--- src/hdl/sgm_pkg.sv ---
// shared constants, types and helpers for the sobel gradient magnitude block
package sgm_pkg;

  localparam int unsigned MAX_WIDTH  = 2048;
  localparam int unsigned MAX_HEIGHT = 2048;

  localparam int unsigned CFG_BITS   = 12;
  localparam int unsigned PADDR_BITS = 3;
  localparam int unsigned DATA_BITS  = 32;

  localparam logic [CFG_BITS-1:0] WIDTH_RESET  = 12'd640;
  localparam logic [CFG_BITS-1:0] HEIGHT_RESET = 12'd480;

  // width holds 1..MAX_WIDTH, height holds 0..MAX_HEIGHT (input row may reach h)
  localparam int unsigned WID_BITS = $clog2(MAX_WIDTH + 1);
  localparam int unsigned HGT_BITS = $clog2(MAX_HEIGHT + 1);

  // raster index plus the lookahead of one row and two pixels
  localparam int unsigned IDX_BITS = $clog2(MAX_WIDTH * MAX_HEIGHT + 2 * MAX_WIDTH + 3);

  // line store must hold two rows and three pixels of history
  localparam int unsigned LS_ABITS = $clog2(2 * MAX_WIDTH + 3);
  localparam int unsigned LS_DEPTH = 1 << LS_ABITS;

  localparam int unsigned PIX_BITS  = 8;
  localparam int unsigned GRAD_BITS = 12;

  localparam logic signed [2:0] MASK_X [9] =
    '{-3'sd1, 3'sd0, 3'sd1, -3'sd2, 3'sd0, 3'sd2, -3'sd1, 3'sd0, 3'sd1};
  localparam logic signed [2:0] MASK_Y [9] =
    '{-3'sd1, -3'sd2, -3'sd1, 3'sd0, 3'sd0, 3'sd0, 3'sd1, 3'sd2, 3'sd1};

  typedef enum logic [0:0] {
    REG_IMAGE_WIDTH  = 1'b0,
    REG_IMAGE_HEIGHT = 1'b1
  } reg_idx_t;

  typedef struct packed {
    logic [WID_BITS-1:0] width;
    logic [HGT_BITS-1:0] height;
  } geom_t;

  typedef logic [8:0][PIX_BITS-1:0] win_t;

  typedef struct packed {
    logic                done;
    logic [PIX_BITS-1:0] magnitude;
  } mag_res_t;

  typedef struct packed {
    logic                valid;
    logic [PIX_BITS-1:0] magnitude;
    logic                last;
  } res_t;

  function automatic logic [WID_BITS-1:0] eff_width(input logic [CFG_BITS-1:0] v);
    int unsigned x;
    x = 32'(v);
    if (x == 0) x = 1;
    else if (x > MAX_WIDTH) x = MAX_WIDTH;
    return WID_BITS'(x);
  endfunction

  function automatic logic [HGT_BITS-1:0] eff_height(input logic [CFG_BITS-1:0] v);
    int unsigned x;
    x = 32'(v);
    if (x == 0) x = 1;
    else if (x > MAX_HEIGHT) x = MAX_HEIGHT;
    return HGT_BITS'(x);
  endfunction

endpackage

--- src/hdl/sgm_cfg.sv ---
// apb register file for frame geometry
module sgm_cfg (
  input  logic                           clk,
  input  logic                           rst,
  input  logic                           psel,
  input  logic                           penable,
  input  logic                           pwrite,
  input  logic [sgm_pkg::PADDR_BITS-1:0] paddr,
  input  logic [sgm_pkg::DATA_BITS-1:0]  pwdata,
  output logic [sgm_pkg::DATA_BITS-1:0]  prdata,
  output logic                           pready,
  output sgm_pkg::geom_t                 geom
);
  import sgm_pkg::*;

  logic [CFG_BITS-1:0] image_width;
  logic [CFG_BITS-1:0] image_height;
  reg_idx_t            reg_idx;

  assign pready  = 1'b1;
  assign reg_idx = reg_idx_t'(paddr[PADDR_BITS-1:2]);

  always_ff @(posedge clk) begin
    if (rst) begin
      image_width  <= WIDTH_RESET;
      image_height <= HEIGHT_RESET;
    end else if (psel && penable && pwrite && pready) begin
      case (reg_idx)
        REG_IMAGE_WIDTH:  image_width  <= pwdata[CFG_BITS-1:0];
        REG_IMAGE_HEIGHT: image_height <= pwdata[CFG_BITS-1:0];
        default: ;
      endcase
    end
  end

  always_comb begin
    case (reg_idx)
      REG_IMAGE_WIDTH:  prdata = DATA_BITS'(image_width);
      REG_IMAGE_HEIGHT: prdata = DATA_BITS'(image_height);
      default:          prdata = '0;
    endcase
  end

  assign geom.width  = eff_width(image_width);
  assign geom.height = eff_height(image_height);

endmodule

--- config.mk ---
export PLATFORM = sky130hd
export DESIGN_NAME = sgm_cfg
export DESIGN_NICKNAME = d
export VERILOG_FILES = /design/src/hdl/sgm_pkg.sv /design/src/hdl/sgm_cfg.sv
export SDC_FILE = /design/constraint.sdc
export NUM_CORES = 1
export LEC_CHECK = 0
export BUFFER_PORTS_ARGS = -buffer_cell sky130_fd_sc_hd__clkbuf_2
export CAP_MARGIN = 40
export CORE_MARGIN = 2
export CORE_UTILIZATION = 47
export CTS_BUF_LIST = sky130_fd_sc_hd__clkbuf_8
export DETAILED_ROUTE_END_ITERATION = 7
export GPL_ROUTABILITY_DRIVEN = 0
export PLACE_DENSITY_LB_ADDON = 0.1
export SETUP_SLACK_MARGIN = 0.4
export SLEW_MARGIN = 20
export SYNTH_ARGS = -nofsm -noshare
export SYNTH_HDL_FRONTEND = slang
export SYNTH_SLANG_ARGS = --single-unit
--- constraint.sdc ---
create_clock -name clk -period 1.6 [get_ports clk]
set_clock_uncertainty 0.1 [all_clocks]
set_input_delay 0.16 -clock clk [delete_from_list [all_inputs] [get_ports clk]]
set_output_delay 0.16 -clock clk [all_outputs]
set_load 0.01 [all_outputs]
==> flow_summary.yaml <==
run_status:
  status: "finished, final reports clean"
clock_tree:
  cts_root_buffer: "clkbuf_8"
  clk_latency_ns: 0.27
  postCtsHoldBufs: 0
  cts_tree: "built"
  cts_buffer_depth: 2
  cts.clk_slew.worst_paths_ns: 0.09
  cts_made_buffers: 3
  cts_sinks: 24
  htreeDepth: 1
power:
  p_int_uw: 933
  power.share.clock_pct: 33.2
  leakage_nw: 1.01
  switching_share_pct: 26.5
  power.net_switching_uw: 336
  p_seq_share_pct: 48.8
  powerDensity_mw_per_mm2: 605
  peakVddDrop_mv: 0.347
  comb_power_share_pct: 18.0
sta:
  setup_viol: 0
  tns_ns: 0
  slew_headroom_pct: 59.0
  worst_pin_slew_ns: 0.614
  layout_setup_ws_ns: 0.0592
  finalMaxSlewViolations: 0
  hold_ws_ns: 0.0412
  finalCritPeriodShare_pct: 96.3
  hold_viol: 0
  rsz0062_at_grt: "true"
  fmax_mhz: 649
  period_needed_ns: 1.54
placement:
  numPortBuffers: 53
  dp_hpwl_mm: 2.49
  dp_slack_ns: 0.235
  numPlacedInstances: 259
global_route:
  grt_pass1_vias: 1116
  grt-ovfl-total: 0
  grt_pass1_wl_mm: 5.45
  grt_antenna_before_repair: 0
  grt_max_degree: 41
  grtUsageTotal_pct: 20.2
logic_synthesis:
  syn_inst: 172
  synth_area_mm2: 0.00154
  yosysSeqAreaShare_pct: 31.1
  syn_avg_cell_area_um2: 8.98
  ys.warnings.count: 0
  ys_seq_elements: 24
  ys_types: 20
worst_setup_path:
  r2r-start: "image_width[7]$_SDFFE_PP1P_"
  path_class: "reg -> out"
  cp_data_arrival_time_ns: 1.28
  critPathMaxFanout: 4
  cp_cell_sequence: "nor4_4 -> a41o_1 -> clkbuf_2"
  critPathCaptureType: "output pin"
  rr_worst_depth: 3
  rr_endpoint: "image_width[7]$_SDFFE_PP1P_"
  reg2reg_setup_slack_ns: 0.65
  crit_path_start_kind: "flip-flop"
  max_stage_delay_ns: 0.35
  worstPathRequired_ns: 1.34
  cp_slowest_cell: "dfxtp_2"
route:
  wl_mm: 3.68
  drtIter0Drc: 13
  viasPerCell: 4.83
  drt-wirelength-per-cell_um: 13.5
  via_count: 1314
  ant_nets: 0
  drc_errors: 0
  drt_pass1_iterations: 6
layout:
  multiInputGateArea_um2: 993
  n_antenna_cell: 0
  layout_common_cells: "29 x nand2b_1, 25 x clkbuf_2, 24 x mux2i_1"
  syn_to_final_growth_pct: 35.8
  regArea_um2: 527
  final_common_cell: "nand2b_1"
  finalNonFillerCells: 272
  fillers: 259
  final_layout_size_suffix_gt1_share_pct: 49.1
  fin_nets: 269
floorplanning:
  coreArea_mm2: 0.00308
  die_h_um: 61.3
  initial_core_util_pct: 50.2
  die_w_um: 61.3
  die-area_mm2: 0.00376
  rows: 20
  ios: 97
min_path:
  holdPathEnd: "image_width[6]$_SDFFE_PP0P_"
  hold_path_startpoint: "pwdata[6]"
  hold_class: "in -> reg"
  min_delay_path_depth: 3
job:
  max-cap-violations: 0
flip-flops by register name (all words and copies together), names as in the netlist:
signal / count
image_width: 12
image_height: 12
power by group through the flow:
| stage | sequential, mW | combinational (mW) | clock (mW) |
|---|---|---|---|
| floorplan | 0.633 | 0.172 | 0 |
| global route | 0.621 | 0.250 | 0.448 |
| detailed placement | 0.639 | 0.193 | 0 |
| global placement | 0.638 | 0.191 | 0 |
| finish | 0.619 | 0.229 | 0.421 |
| CTS | 0.618 | 0.210 | 0.424 |
synth_stat cells:
cell type | n | area [µm²]
and4_1 | 1 | 8.76
o21ai_0 | 1 | 5.00
conb_1 | 2 | 7.51
nand2_1 | 1 | 3.75
nand4_1 | 1 | 6.26
buf_2 | 1 | 5.00
a41o_1 | 2 | 20.0
clkbuf_1 | 8 | 30.0
and4b_1 | 1 | 10.0
nor4_1 | 4 | 25.0
mux2_2 | 11 | 124
mux2i_1 | 24 | 240
nor2_1 | 13 | 48.8
buf_6 | 2 | 22.5
buf_4 | 22 | 165
inv_1 | 2 | 7.51
nand2b_1 | 29 | 181
nand4b_2 | 1 | 15.0
dfxtp_1 | 24 | 480
nor2b_1 | 22 | 138
final cells by class:
class / instances / share of cell area (%)
Multi-Input combinational cell: 132 / 47.4
Clock buffer: 4 / 2.63
Tap cell: 44 / 2.63
Timing Repair Buffer: 66 / 21.9
Inverter: 2 / 0.358
Sequential cell: 24 / 25.1
critical path: cells and delay by family (launching register included):
| kind | cells | cell delay (ns) |
|---|---|---|
| buffers and inverters | 1 | 0.13 |
| and+or+nand+nor | 1 | 0.31 |
| DFF | 1 | 0.35 |
| AOI/OAI and AO/OA | 1 | 0.22 |
timing repair:
| action | in CTS | in global routing |
|---|---|---|
| pin swaps | 7 | 1 |
| buffers inserted | 8 | 1 |
| setup endpoints to repair | 36 | 36 |
| gates resized for setup | 49 | 46 |
routing by layer:
metal	wire length, µm	share of wire [%]	global-route usage, %	up-vias
li1	-	-	-	638
met1	1610	44	25.8	626
met2	1860	51	33.7	48
met3	185	5.0	3.99	2
met4	18	0.49	7.76	0
met5	0	0	0	-
worst max-delay path by stage:
stage / startpoint / to
2_1_floorplan: image_height[11]$_SDFFE_PP0P_ / prdata[11]
3_3_place_gp: paddr[2] / image_height[0]$_SDFFE_PP0P_
3_5_place_dp: paddr[2] / image_height[2]$_SDFFE_PP0P_
4_1_cts: image_height[8]$_SDFFE_PP1P_ / geom[0]
5_1_grt: image_height[8]$_SDFFE_PP1P_ / geom[0]
6_report: image_height[8]$_SDFFE_PP1P_ / geom[0]
per-stage QoR:
stage,total power [mW],instance area (µm²),util (%)
detailed placement,0.832,1740,56.6
CTS,1.25,1990,64.8
global placement,0.829,1740,56.6
global route,1.32,2100,68.1
floorplan,0.805,1620,-
finish,1.27,2100,68.1
kinds of logic after synthesis:
kind of cell / Yosys count / share of synthesized area [%]
AND/OR/NAND/NOR: 73 / 28.3
flip-flops: 24 / 31.1
AO/OA/AOI/OAI: 3 / 1.62
buffers and inverters: 35 / 14.9
other: 2 / 0.486
multiplexers: 35 / 23.6
No activity file was read; power rests on OpenSTA's default activity.
