==> config.mk <==
export PLATFORM = sky130hd
export DESIGN_NAME = sgm_mag
export DESIGN_NICKNAME = d
export VERILOG_FILES = /design/src/hdl/sgm_pkg.sv /design/src/hdl/sgm_mag.sv
export SDC_FILE = /design/constraint.sdc
export NUM_CORES = 1
export LEC_CHECK = 0
export BUFFER_PORTS_ARGS = -buffer_cell sky130_fd_sc_hd__buf_2
export CAP_MARGIN = 20
export CORE_MARGIN = 5
export CORE_UTILIZATION = 49
export CTS_CLUSTER_DIAMETER = 100
export CTS_CLUSTER_SIZE = 8
export DETAILED_ROUTE_END_ITERATION = 16
export PLACE_DENSITY = 0.72
export SLEW_MARGIN = 30
export SYNTH_ARGS = -nofsm -noshare
export SYNTH_HDL_FRONTEND = slang
export SYNTH_SLANG_ARGS = --single-unit
==> constraint.sdc <==
create_clock -name clk -period 7.6 [get_ports clk]
set_input_delay 0.76 -clock clk [delete_from_list [all_inputs] [get_ports clk]]
set_output_delay 0.76 -clock clk [all_outputs]
set_load 0.01 [all_outputs]
==> src/hdl/sgm_pkg.sv <==
// shared constants, types and helpers for the sobel gradient magnitude block
package sgm_pkg;

  localparam int unsigned MAX_WIDTH  = 2048;
  localparam int unsigned MAX_HEIGHT = 2048;

  localparam int unsigned CFG_BITS   = 12;
  localparam int unsigned PADDR_BITS = 3;
  localparam int unsigned DATA_BITS  = 32;

  localparam logic [CFG_BITS-1:0] WIDTH_RESET  = 12'd640;
  localparam logic [CFG_BITS-1:0] HEIGHT_RESET = 12'd480;

  // width holds 1..MAX_WIDTH, height holds 0..MAX_HEIGHT (input row may reach h)
  localparam int unsigned WID_BITS = $clog2(MAX_WIDTH + 1);
  localparam int unsigned HGT_BITS = $clog2(MAX_HEIGHT + 1);

  // raster index plus the lookahead of one row and two pixels
  localparam int unsigned IDX_BITS = $clog2(MAX_WIDTH * MAX_HEIGHT + 2 * MAX_WIDTH + 3);

  // line store must hold two rows and three pixels of history
  localparam int unsigned LS_ABITS = $clog2(2 * MAX_WIDTH + 3);
  localparam int unsigned LS_DEPTH = 1 << LS_ABITS;

  localparam int unsigned PIX_BITS  = 8;
  localparam int unsigned GRAD_BITS = 12;

  localparam logic signed [2:0] MASK_X [9] =
    '{-3'sd1, 3'sd0, 3'sd1, -3'sd2, 3'sd0, 3'sd2, -3'sd1, 3'sd0, 3'sd1};
  localparam logic signed [2:0] MASK_Y [9] =
    '{-3'sd1, -3'sd2, -3'sd1, 3'sd0, 3'sd0, 3'sd0, 3'sd1, 3'sd2, 3'sd1};

  typedef enum logic [0:0] {
    REG_IMAGE_WIDTH  = 1'b0,
    REG_IMAGE_HEIGHT = 1'b1
  } reg_idx_t;

  typedef struct packed {
    logic [WID_BITS-1:0] width;
    logic [HGT_BITS-1:0] height;
  } geom_t;

  typedef logic [8:0][PIX_BITS-1:0] win_t;

  typedef struct packed {
    logic                done;
    logic [PIX_BITS-1:0] magnitude;
  } mag_res_t;

  typedef struct packed {
    logic                valid;
    logic [PIX_BITS-1:0] magnitude;
    logic                last;
  } res_t;

  function automatic logic [WID_BITS-1:0] eff_width(input logic [CFG_BITS-1:0] v);
    int unsigned x;
    x = 32'(v);
    if (x == 0) x = 1;
    else if (x > MAX_WIDTH) x = MAX_WIDTH;
    return WID_BITS'(x);
  endfunction

  function automatic logic [HGT_BITS-1:0] eff_height(input logic [CFG_BITS-1:0] v);
    int unsigned x;
    x = 32'(v);
    if (x == 0) x = 1;
    else if (x > MAX_HEIGHT) x = MAX_HEIGHT;
    return HGT_BITS'(x);
  endfunction

endpackage

==> src/hdl/sgm_mag.sv <==
// sobel sums, clamping, squares and bit-serial square root
module sgm_mag (
  input  logic              clk,
  input  logic              rst,
  input  logic              start,
  input  sgm_pkg::win_t     window,
  output sgm_pkg::mag_res_t res
);
  import sgm_pkg::*;

  typedef enum logic [5:0] {
    M_IDLE = 6'b000001,
    M_GRAD = 6'b000010,
    M_SQ   = 6'b000100,
    M_SUM  = 6'b001000,
    M_ROOT = 6'b010000,
    M_DONE = 6'b100000
  } mag_state_t;

  mag_state_t state;
  mag_state_t state_next;

  logic signed [GRAD_BITS-1:0] sx;
  logic signed [GRAD_BITS-1:0] sy;
  logic [PIX_BITS-1:0]         gx_n;
  logic [PIX_BITS-1:0]         gy_n;
  logic [PIX_BITS-1:0]         gx;
  logic [PIX_BITS-1:0]         gy;
  logic [2*PIX_BITS-1:0]       sq_x;
  logic [2*PIX_BITS-1:0]       sq_y;
  logic [2*PIX_BITS:0]         rad;
  logic [PIX_BITS-1:0]         root;
  logic [2:0]                  bit_idx;
  logic [PIX_BITS-1:0]         trial;
  logic [2*PIX_BITS-1:0]       trial_sq;

  always_comb begin
    sx = '0;
    sy = '0;
    for (int k = 0; k < 9; k++) begin
      sx = sx + GRAD_BITS'(signed'({1'b0, window[k]})) * GRAD_BITS'(MASK_X[k]);
      sy = sy + GRAD_BITS'(signed'({1'b0, window[k]})) * GRAD_BITS'(MASK_Y[k]);
    end
  end

  // negative sums go to zero, large ones saturate
  assign gx_n = sx[GRAD_BITS-1] ? '0 : ((|sx[GRAD_BITS-2:PIX_BITS]) ? '1 : sx[PIX_BITS-1:0]);
  assign gy_n = sy[GRAD_BITS-1] ? '0 : ((|sy[GRAD_BITS-2:PIX_BITS]) ? '1 : sy[PIX_BITS-1:0]);

  assign trial    = root | (PIX_BITS'(1) << bit_idx);
  assign trial_sq = {{PIX_BITS{1'b0}}, trial} * {{PIX_BITS{1'b0}}, trial};

  always_comb begin
    case (state)
      M_IDLE:  state_next = start ? M_GRAD : M_IDLE;
      M_GRAD:  state_next = M_SQ;
      M_SQ:    state_next = M_SUM;
      M_SUM:   state_next = M_ROOT;
      M_ROOT:  state_next = (rad[2*PIX_BITS] || bit_idx == '0) ? M_DONE : M_ROOT;
      M_DONE:  state_next = M_IDLE;
      default: state_next = M_IDLE;
    endcase
  end

  always_ff @(posedge clk) begin
    if (rst) begin
      state <= M_IDLE;
    end else begin
      state <= state_next;
    end
    case (state)
      M_GRAD: begin
        gx <= gx_n;
        gy <= gy_n;
      end
      M_SQ: begin
        sq_x <= {{PIX_BITS{1'b0}}, gx} * {{PIX_BITS{1'b0}}, gx};
        sq_y <= {{PIX_BITS{1'b0}}, gy} * {{PIX_BITS{1'b0}}, gy};
      end
      M_SUM: begin
        rad     <= {1'b0, sq_x} + {1'b0, sq_y};
        root    <= '0;
        bit_idx <= 3'd7;
      end
      M_ROOT: begin
        // at or above 256 squared the root saturates
        if (rad[2*PIX_BITS]) begin
          root <= '1;
        end else begin
          if (trial_sq <= rad[2*PIX_BITS-1:0]) root <= trial;
          bit_idx <= bit_idx - 3'd1;
        end
      end
      default: ;
    endcase
  end

  assign res.done      = (state == M_DONE);
  assign res.magnitude = root;

endmodule

==> impl_metrics.csv, run 1 <==
group,metric,value,unit
outcome,status,"finished clean",
finish,utilization,54.06,%
finish,areaGrowthSynthToFinish,9.563,%
power,p_sw,981.0,µW
power,p_clk_share,19.5,%
drt,wl_per_cell,13.41,µm
placement,portBuffers,75,
die,core,23330,µm²
power,power.share.combinational,57.7,%
synthesis,synth_cell_types,51,
min_path,hold_class,"reg -> reg",
synthesis,seq_area_frac_synth,20.34,%
global_route,grt_pass1_wl,37800,µm
drt,drcViolationCount,0,
drt,num_vias,8132,
synthesis,ys_ff_latch,80,
synthesis,syn_avg_cell_area,9.708,µm²
clock_network,cts-buffers-inserted,9,
setup_path,worstSetupPathType,"reg -> reg",
timing,post-route-min-period,6961,ps
timing,fmax,143.6,MHz
timing,totalNegativeSetupSlack,0,ps
drt,viasPerCell,5.111,
timing,setup_violations,0,
synthesis,synth_nets,1558,
global_route,overflow,0,
clock_network,cts_hold_buffers,0,
finish,design_area,12610,µm²
placement,dp_hpwl,18410,µm
power,p_leak,6.209,nW
synthesis,synth_xor_area_share,7.868,%
finish,layout-drive-gt1-share,9.277,%
die,start_util,49.35,%
setup_path,critPathMaxStageDelay,620,ps
clock_network,clkLatencyLatePin,340,ps
clock_network,post-cts-setup-buffer-count,0,
die,die_height,163.3,µm
synthesis,synth-edff-count,74,
setup_path,crit_buf_inv,4,
placement,routabilityCongestion,0.8516,
finish,final_cell_mix,"inv_1 (256), ha_1 (160), fa_1 (137)",
synthesis,synth_top_family_by_area,"adder cells",
timing,hold_viol_final,0,
global_route,antenna_found_initial,0,
setup_path,crit_chain,"inv_1, ha_1, nor2b_1, nor2_1, nor2_1, fa_1, fa_1, fa_1, inv_1, fa_1, inv_1, ha_1, or3_1, o21ai_1, a21oi_1, and4_1, or3_1, ha_1, nand4_1, or2_2, or3_1, a31oi_1, buf_4",
clock_network,cts-htree-levels,3,
finish,n_antenna_cell,0,
power,swShare,41.20,%
power,pwr-share-seq,22.8,%
global_route,grt_pass1_vias,8483,
setup_path,cpMaxStageDelayCell,"nor2_1",
synthesis,synth_adder_area_share,41.21,%
die,ios,84,
synthesis,muxShareOfSynthArea,0.1956,%
synthesis,async_flop_share,0,%
timing,fin_crit_sh,91.60,%
drt,routed_wl,21340,µm
placement,placed_area,12290,µm²
synthesis,yosys.area_share.simple,11.99,%
setup_path,endpoint_kind,"register",
clock_network,cts_tree,"yes",
setup_path,cp.arrival,7010,ps
power,p_int,1.400,mW
synthesis,syn_area,11510,µm²
drt,first_iter_violations,437,
clock_network,clk_pin_slew,60,ps
power,vdd.ir_drop.worst,128.8,µV
run,maxCapViolCount,0,
synthesis,yosys_warnings,0,
die,die_w,163.3,µm
clock_network,cts_buffer_depth,2,
timing,skew,7.843,ps
power,pwr_density_cell,188.8,nW/µm²
clock_network,cts_resized,0,
setup_path,cpMostUsedCell,"fa_1",
finish,final_common_cell,"inv_1",
timing,maxSlewHeadroom,40.42,%
die,rows,56,
drt,first_pass_iters,6,
drt,ant_nets,0,
synthesis,synth-compound-area-share,9.465,%
timing,rsz0062_at_grt,"no",
global_route,grtUsageTotal,17.11,%
clock_network,root_buffer,"clkbuf_16",
setup_path,critPathMaxFanout,10,
finish,nNetsFinal,1639,
synthesis,ys.flop_type,"edfxtp_1",
die,die_area,26660,µm²
setup_path,cp-start-kind,"register",
setup_path,worstPathRequired,7650,ps
timing,finalMaxSlewViolations,0,
clock_network,clkSinkCount,80,
global_route,grt_max_degree,32,
timing,tightest_slew,893.0,ps
synthesis,synthCells,1186,
setup_path,cp_top_family,"adder cells",
registers in the layout (all words and copies together), names as in the netlist:
| signal | flops |
|---|---|
| gy | 8 |
| sq_y | 15 |
| sq_x | 15 |
| state | 6 |
| root | 8 |
| gx | 8 |
| rad | 17 |
| bit_idx | 3 |
worst paths after layout:
| kind | cells past startpoint | slack, ps | to | start |
|---|---|---|---|---|
| worst min-delay path | 1 | 540 | state[1] | state[1] |
| worst max register to register | 23 | 640 | root[6] | bit_idx[0] |
| worst max-delay path | 23 | 640 | root[6] | bit_idx[0] |
| worst min register to register | 1 | 540 | state[1] | state[1] |
power by group through the flow:
| stage | clock network [mW] | registers, mW | logic [mW] |
|---|---|---|---|
| final | 0.463 | 0.543 | 1.38 |
| after global routing | 0.489 | 0.544 | 1.59 |
| after CTS | 0.471 | 0.543 | 1.39 |
| after detailed placement | 0 | 0.552 | 1.37 |
| after global placement | 0 | 0.552 | 1.34 |
| after floorplan | 0 | 0.547 | 1.09 |
worst register-to-register path, stage by stage (launching register included):
cell	delay, ps
edfxtp_1	410
inv_1	100
ha_1	230
nor2b_1	160
nor2_1	620
nor2_1	240
fa_1	470
fa_1	430
fa_1	520
inv_1	50
fa_1	530
inv_1	40
ha_1	320
or3_1	320
o21ai_1	110
a21oi_1	100
and4_1	220
or3_1	370
ha_1	300
nand4_1	110
or2_2	310
or3_1	370
a31oi_1	130
buf_4	190
through the flow:
stage / instances / setup WS (ps) / power (mW) / hold slack [ps]
final: 1591 / 638.6 / 2.381 / 536.1
after global routing: 1591 / 138.6 / 2.619 / 563.1
after CTS: 1591 / 635.3 / 2.399 / 528.3
after detailed placement: 1575 / 691.2 / 1.925 / 517.3
after global placement: 1575 / 751.3 / 1.894 / 512.5
after floorplan: 1186 / 848.1 / 1.635 / 477.4
routing by layer:
| metal | wire length (µm) | vias up | track usage, % |
|---|---|---|---|
| li1 | - | 4066 | - |
| met1 | 9038 | 3897 | 20.56 |
| met2 | 11310 | 143 | 32.77 |
| met3 | 671 | 26 | 2.044 |
| met4 | 323 | 0 | 3.622 |
| met5 | 0 | - | 0 |
synth_stat cells, types with 6 or more instances:
cell | number | share of area, %
a211oi_1 | 10 | 0.65
a21o_1 | 20 | 1.3
a21oi_1 | 59 | 2.6
a41oi_1 | 16 | 1.2
and2_1 | 33 | 1.8
clkbuf_1 | 13 | 0.42
dfxtp_1 | 6 | 1.0
edfxtp_1 | 74 | 19
fa_1 | 137 | 24
ha_1 | 160 | 17
inv_1 | 256 | 8.3
nand2_1 | 55 | 1.8
nand2b_1 | 15 | 0.82
nand3_1 | 11 | 0.48
nand4_1 | 6 | 0.33
nor2_1 | 67 | 2.2
nor2b_1 | 13 | 0.71
nor3_1 | 20 | 0.87
nor4_1 | 9 | 0.49
o211ai_1 | 7 | 0.46
o21ai_0 | 16 | 0.70
o21ai_1 | 14 | 0.61
o21bai_1 | 8 | 0.52
or2_2 | 6 | 0.33
or3_1 | 9 | 0.49
xnor2_1 | 59 | 4.5
xor2_1 | 37 | 2.8
cells by family (layout without fill, tap and decap cells):
group | count (synthesis) | count (layout)
simple gates | 265 | 265
mux | 2 | 2
buf+inv | 271 | 357
fa+ha+maj | 297 | 297
flops | 80 | 80
xor+xnor | 100 | 100
compound gates | 171 | 171
area by class of cell:
type | instances | area (µm²)
clock inverter | 6 | 93.84
multi-input combinational | 835 | 8143
tap | 319 | 399.1
inverter | 257 | 964.7
fill | 2101 | 10720
timing repair buffer | 84 | 442.9
clock buffer | 10 | 229.0
sequential | 80 | 2342
(Power assumes the default switching activity.)
==> inputs of run 2 (changes only) <==
- GPL_TIMING_DRIVEN: not set -> 0
==> impl_metrics.csv, run 2 (synthesis results as in run 1) <==
group,metric,value,unit
clock_network,clkSinkCount,80,
setup_path,reg2reg_from,"bit_idx[2]",
drt,wl_per_cell,13.84,µm
die,die_height,163.3,µm
finish,layout-drive-gt1-share,9.240,%
setup_path,r2r-end,"root[1]",
die,die_area,26660,µm²
finish,regArea,2342,µm²
min_path,hold_class,"reg -> reg",
setup_path,cp-start-kind,"register",
setup_path,endpoint_kind,"register",
global_route,grt_pass1_wl,39270,µm
finish,top_regs,"rad x17, sq_x x15, sq_y x15",
clock_network,cts_tree,"yes",
outcome,status,"finished clean",
finish,largest_reg_flops,17,
finish,areaGrowthSynthToFinish,9.520,%
finish,final_common_cell,"inv_1",
finish,final_cell_mix,"inv_1 (256), ha_1 (160), fa_1 (137)",
drt,routed_wl,22090,µm
timing,fin_crit_sh,94.97,%
placement,routabilityCongestion,0.8878,
global_route,antenna_found_initial,0,
die,start_util,49.35,%
drt,ant_nets,0,
drt,num_vias,8138,
clock_network,post-cts-setup-buffer-count,0,
clock_network,root_buffer,"clkbuf_16",
finish,utilization,54.04,%
timing,fin_ws,382.0,ps
min_path,hold-path-endpoint,"state[1]",
finish,regMostFlops,"rad",
timing,fmax,138.5,MHz
setup_path,cp.arrival,7220,ps
drt,first_iter_violations,468,
global_route,grt_pass1_vias,8801,
timing,whs,526.9,ps
global_route,overflow,0,
power,pwr_density_cell,187.4,nW/µm²
clock_network,clkLatencyLatePin,340,ps
setup_path,worstPathRequired,7610,ps
power,vdd.ir_drop.worst,129.1,µV
timing,skew,8.892,ps
finish,fillers,2061,
setup_path,worstSetupPathType,"reg -> reg",
die,rows,56,
clock_network,cts_buffer_depth,2,
finish,multi_input_area,8173,µm²
placement,portBuffers,75,
run,maxCapViolCount,0,
clock_network,cts-buffers-inserted,9,
clock_network,clk_pin_slew,60,ps
drt,first_pass_iters,5,
power,p_total,2.363,mW
drt,drcViolationCount,0,
global_route,grtUsageTotal,17.83,%
timing,rsz0062_at_grt,"no",
die,core,23330,µm²
timing,tightest_slew,911.6,ps
min_path,hold_depth,1,
die,ios,84,
timing,maxSlewHeadroom,39.18,%
global_route,grt_max_degree,32,
timing,hold_viol_final,0,
setup_path,critPathMaxFanout,10,
finish,n_antenna_cell,0,
timing,post-route-min-period,7218,ps
die,die_w,163.3,µm
placement,dp_slack,-19.22,ps
min_path,hold_start,"state[1]",
clock_network,cts-htree-levels,3,
drt,viasPerCell,5.099,
finish,nNetsFinal,1644,
timing,finalMaxSlewViolations,0,
placement,dp_cells,1580,
setup_path,r2r_slack,380,ps
power,p_leak,6.182,nW
setup_path,r2r_cells,24,
placement,dp_hpwl,18990,µm
finish,fin_cells,1596,
timing,setup_violations,0,
[run 2: cell count changes in the layout (fill, tap and decap cells not counted), moves of 2 or more]
| cell | delta |
|---|---|
| clkbuf_2 | +2 |
| clkbuf_1 | +11 |
| a21oi_1 | -3 |
| a21oi_2 | +3 |
| clkinv_2 | +3 |
| clkinv_4 | -3 |
| buf_4 | -9 |
[run 2: power by group]
group	switching [mW]	internal [mW]	total, mW
clock network	0.168	0.252	0.420
registers	0.00784	0.534	0.541
logic	0.820	0.582	1.40
[run 2: worst max-delay path by stage]
stage	endpoint	slack, ps	startpoint
after global placement	root[2]	80	bit_idx[2]
final	root[1]	380	bit_idx[2]
after global routing	root[5]	40	bit_idx[2]
after CTS	root[2]	100	bit_idx[2]
after detailed placement	root[1]	-20	bit_idx[2]
after floorplan	root[0]	850	bit_idx[0]
[run 2: routing by layer]
metal	track usage, %	up-vias	routed length (µm)
li1	-	4069	-
met1	21.26	3929	9385
met2	33.57	115	11740
met3	2.448	25	549
met4	4.842	0	416
met5	0	-	0
[run 2: timing repair]
| item | 4_1_cts | 5_1_grt |
|---|---|---|
| endpoints found under the hold margin | 0 | 0 |
| hold buffers | 0 | 0 |
| setup endpoints to repair | 8 | 8 |
| cloned | 0 | 0 |
| gates resized for setup | 1 | 9 |
[run 2: final cells by class]
cell class / count / share of cell area [%]
Buffer: 14 / 0.5259
Sequential cell: 80 / 18.58
Clock buffer: 10 / 1.816
Multi-Input combinational cell: 835 / 64.81
Timing Repair Buffer: 75 / 2.977
Tap cell: 319 / 3.165
Clock inverter: 6 / 0.4763
Inverter: 257 / 7.650
[run 2: worst max-delay path: stages (launching register included)]
cell,delay (ps)
edfxtp_1,350
clkbuf_1,230
inv_1,210
a21oi_1,110
clkbuf_2,220
or2_2,330
fa_1,550
inv_1,80
fa_1,520
fa_1,570
inv_1,60
fa_1,530
inv_1,40
ha_1,320
or3_1,310
o21ai_1,110
a21oi_1,110
and4_1,220
or3_1,370
ha_1,300
a21o_1,200
a21o_1,170
a211oi_1,300
o21ai_0,250
a31oi_4,400
[run 2: stage by stage]
step / TNS, ps / area [µm²]
final: 0 / 12610
after global routing: 0 / 12610
after CTS: 0 / 12580
after detailed placement: -151.4 / 12290
after global placement: 0 / 12290
after floorplan: 0 / 11510
==> inputs of run 3 (changes only) <==
--- a/config.mk
+++ b/config.mk
@@ -15,6 +15,8 @@
 export GPL_TIMING_DRIVEN = 0
 export PLACE_DENSITY = 0.72
+export SKIP_CTS_REPAIR_TIMING = 1
 export SLEW_MARGIN = 30
 export SYNTH_ARGS = -nofsm -noshare
 export SYNTH_HDL_FRONTEND = slang
 export SYNTH_SLANG_ARGS = --single-unit
+export TNS_END_PERCENT = 5
==> constraint.sdc (replaced) <==
create_clock -name clk -period 7.6 [get_ports clk]
set_input_delay 1.52 -clock clk [delete_from_list [all_inputs] [get_ports clk]]
set_output_delay 1.52 -clock clk [all_outputs]
set_load 0.01 [all_outputs]
==> impl_metrics.csv, run 3 (synthesis results as in run 1) <==
group,metric,value,unit
outcome,status,"finished clean",
placement,placed_area,12290,µm²
setup_path,worstPathRequired,7610,ps
drt,num_vias,8157,
drt,drcViolationCount,0,
global_route,antenna_found_initial,0,
clock_network,clk_pin_slew,60,ps
finish,multi_input_area,8173,µm²
finish,areaGrowthSynthToFinish,9.520,%
finish,design_area,12610,µm²
finish,largest_reg_flops,17,
timing,rsz0062_at_grt,"no",
die,die_height,163.3,µm
drt,ant_nets,0,
finish,fillers,2061,
timing,tightest_slew,891.7,ps
finish,regMostFlops,"rad",
drt,first_iter_violations,490,
timing,maxSlewHeadroom,40.51,%
timing,fmax,138.2,MHz
placement,routabilityCongestion,0.8878,
finish,final_cell_mix,"inv_1 (256), ha_1 (160), fa_1 (137)",
setup_path,endpoint_kind,"register",
clock_network,cts_buffer_depth,2,
global_route,grt_pass1_vias,8792,
finish,final_common_cell,"inv_1",
finish,regArea,2342,µm²
timing,finalMaxSlewViolations,0,
power,p_leak,6.182,nW
timing,hold_viol_final,0,
die,rows,56,
finish,n_antenna_cell,0,
drt,first_pass_iters,5,
finish,utilization,54.04,%
clock_network,cts-buffers-inserted,9,
setup_path,critPathMaxFanout,10,
timing,post-route-min-period,7236,ps
clock_network,clkSinkCount,80,
clock_network,cts-htree-levels,3,
run,maxCapViolCount,0,
clock_network,clkLatencyLatePin,340,ps
finish,layout-drive-gt1-share,9.240,%
placement,dp_hpwl,18990,µm
power,vdd.ir_drop.worst,129.7,µV
die,ios,84,
timing,fin_crit_sh,95.21,%
die,die_area,26660,µm²
timing,skew,7.826,ps
setup_path,cp-start-kind,"register",
global_route,grtUsageTotal,17.83,%
clock_network,root_buffer,"clkbuf_16",
drt,wl_per_cell,13.87,µm
power,pwr_density_cell,187.4,nW/µm²
timing,totalNegativeSetupSlack,0,ps
setup_path,cp.arrival,7240,ps
finish,fin_cells,1596,
min_path,hold_class,"reg -> reg",
placement,portBuffers,75,
timing,setup_violations,0,
setup_path,worstSetupPathType,"reg -> reg",
finish,nNetsFinal,1644,
global_route,overflow,0,
die,die_w,163.3,µm
global_route,grt_pass1_wl,39250,µm
drt,routed_wl,22140,µm
global_route,grt_max_degree,32,
finish,top_regs,"rad x17, sq_x x15, sq_y x15",
power,p_total,2.362,mW
die,start_util,49.35,%
drt,viasPerCell,5.111,
clock_network,cts_tree,"yes",
placement,dp_cells,1580,
die,core,23330,µm²
## run 3: cell counts in the layout (fill, tap and decap cells not counted)
No cell type changed its count.
## run 3: final cells by class
class                      count  area share, %
multi-input combinational    835          64.81
sequential                    80          18.58
inverter                     257          7.650
tap                          319          3.165
timing repair buffer          75          2.977
clock buffer                  10          1.816
buffer                        14         0.5259
clock inverter                 6         0.4763
## run 3: metal layers
layer	wire (µm)	up-vias	global-route usage, %
li1	-	4075	-
met1	9428	3936	21.26
met2	11740	117	33.58
met3	547	29	2.422
met4	428	0	4.804
met5	0	-	0
## run 3: where the power goes
group / switching, mW / internal, mW / total (mW)
Sequential: 0.00787 / 0.534 / 0.541
Combinational: 0.820 / 0.582 / 1.40
Clock: 0.167 / 0.252 / 0.420
## run 3: metrics by stage
step           setup slack [ps]  hold WS (ps)
3_3_place_gp              81.55         506.2
5_1_grt                   36.21         581.2
4_1_cts                  -102.2         523.6
2_1_floorplan             848.1         477.4
6_report                  364.2         526.7
3_5_place_dp             -19.22         513.2
## run 3: worst paths after layout
check / from / end / slack [ps] / depth (start not counted)
min: state[1] / state[1] / 530 / 1
min reg2reg: state[1] / state[1] / 530 / 1
max reg2reg: bit_idx[2] / root[1] / 360 / 24
max: bit_idx[2] / root[1] / 360 / 24
## run 3: critical path, cell delays in order, from the launching register on
cell,delay (ps)
edfxtp_1,350
clkbuf_1,240
inv_1,210
a21oi_1,110
clkbuf_2,220
or2_2,330
fa_1,550
inv_1,80
fa_1,520
fa_1,580
inv_1,60
fa_1,530
inv_1,40
ha_1,320
or3_1,310
o21ai_1,110
a21oi_1,110
and4_1,220
or3_1,370
ha_1,300
a21o_1,200
a21o_1,170
a211oi_1,300
o21ai_0,250
a31oi_4,400
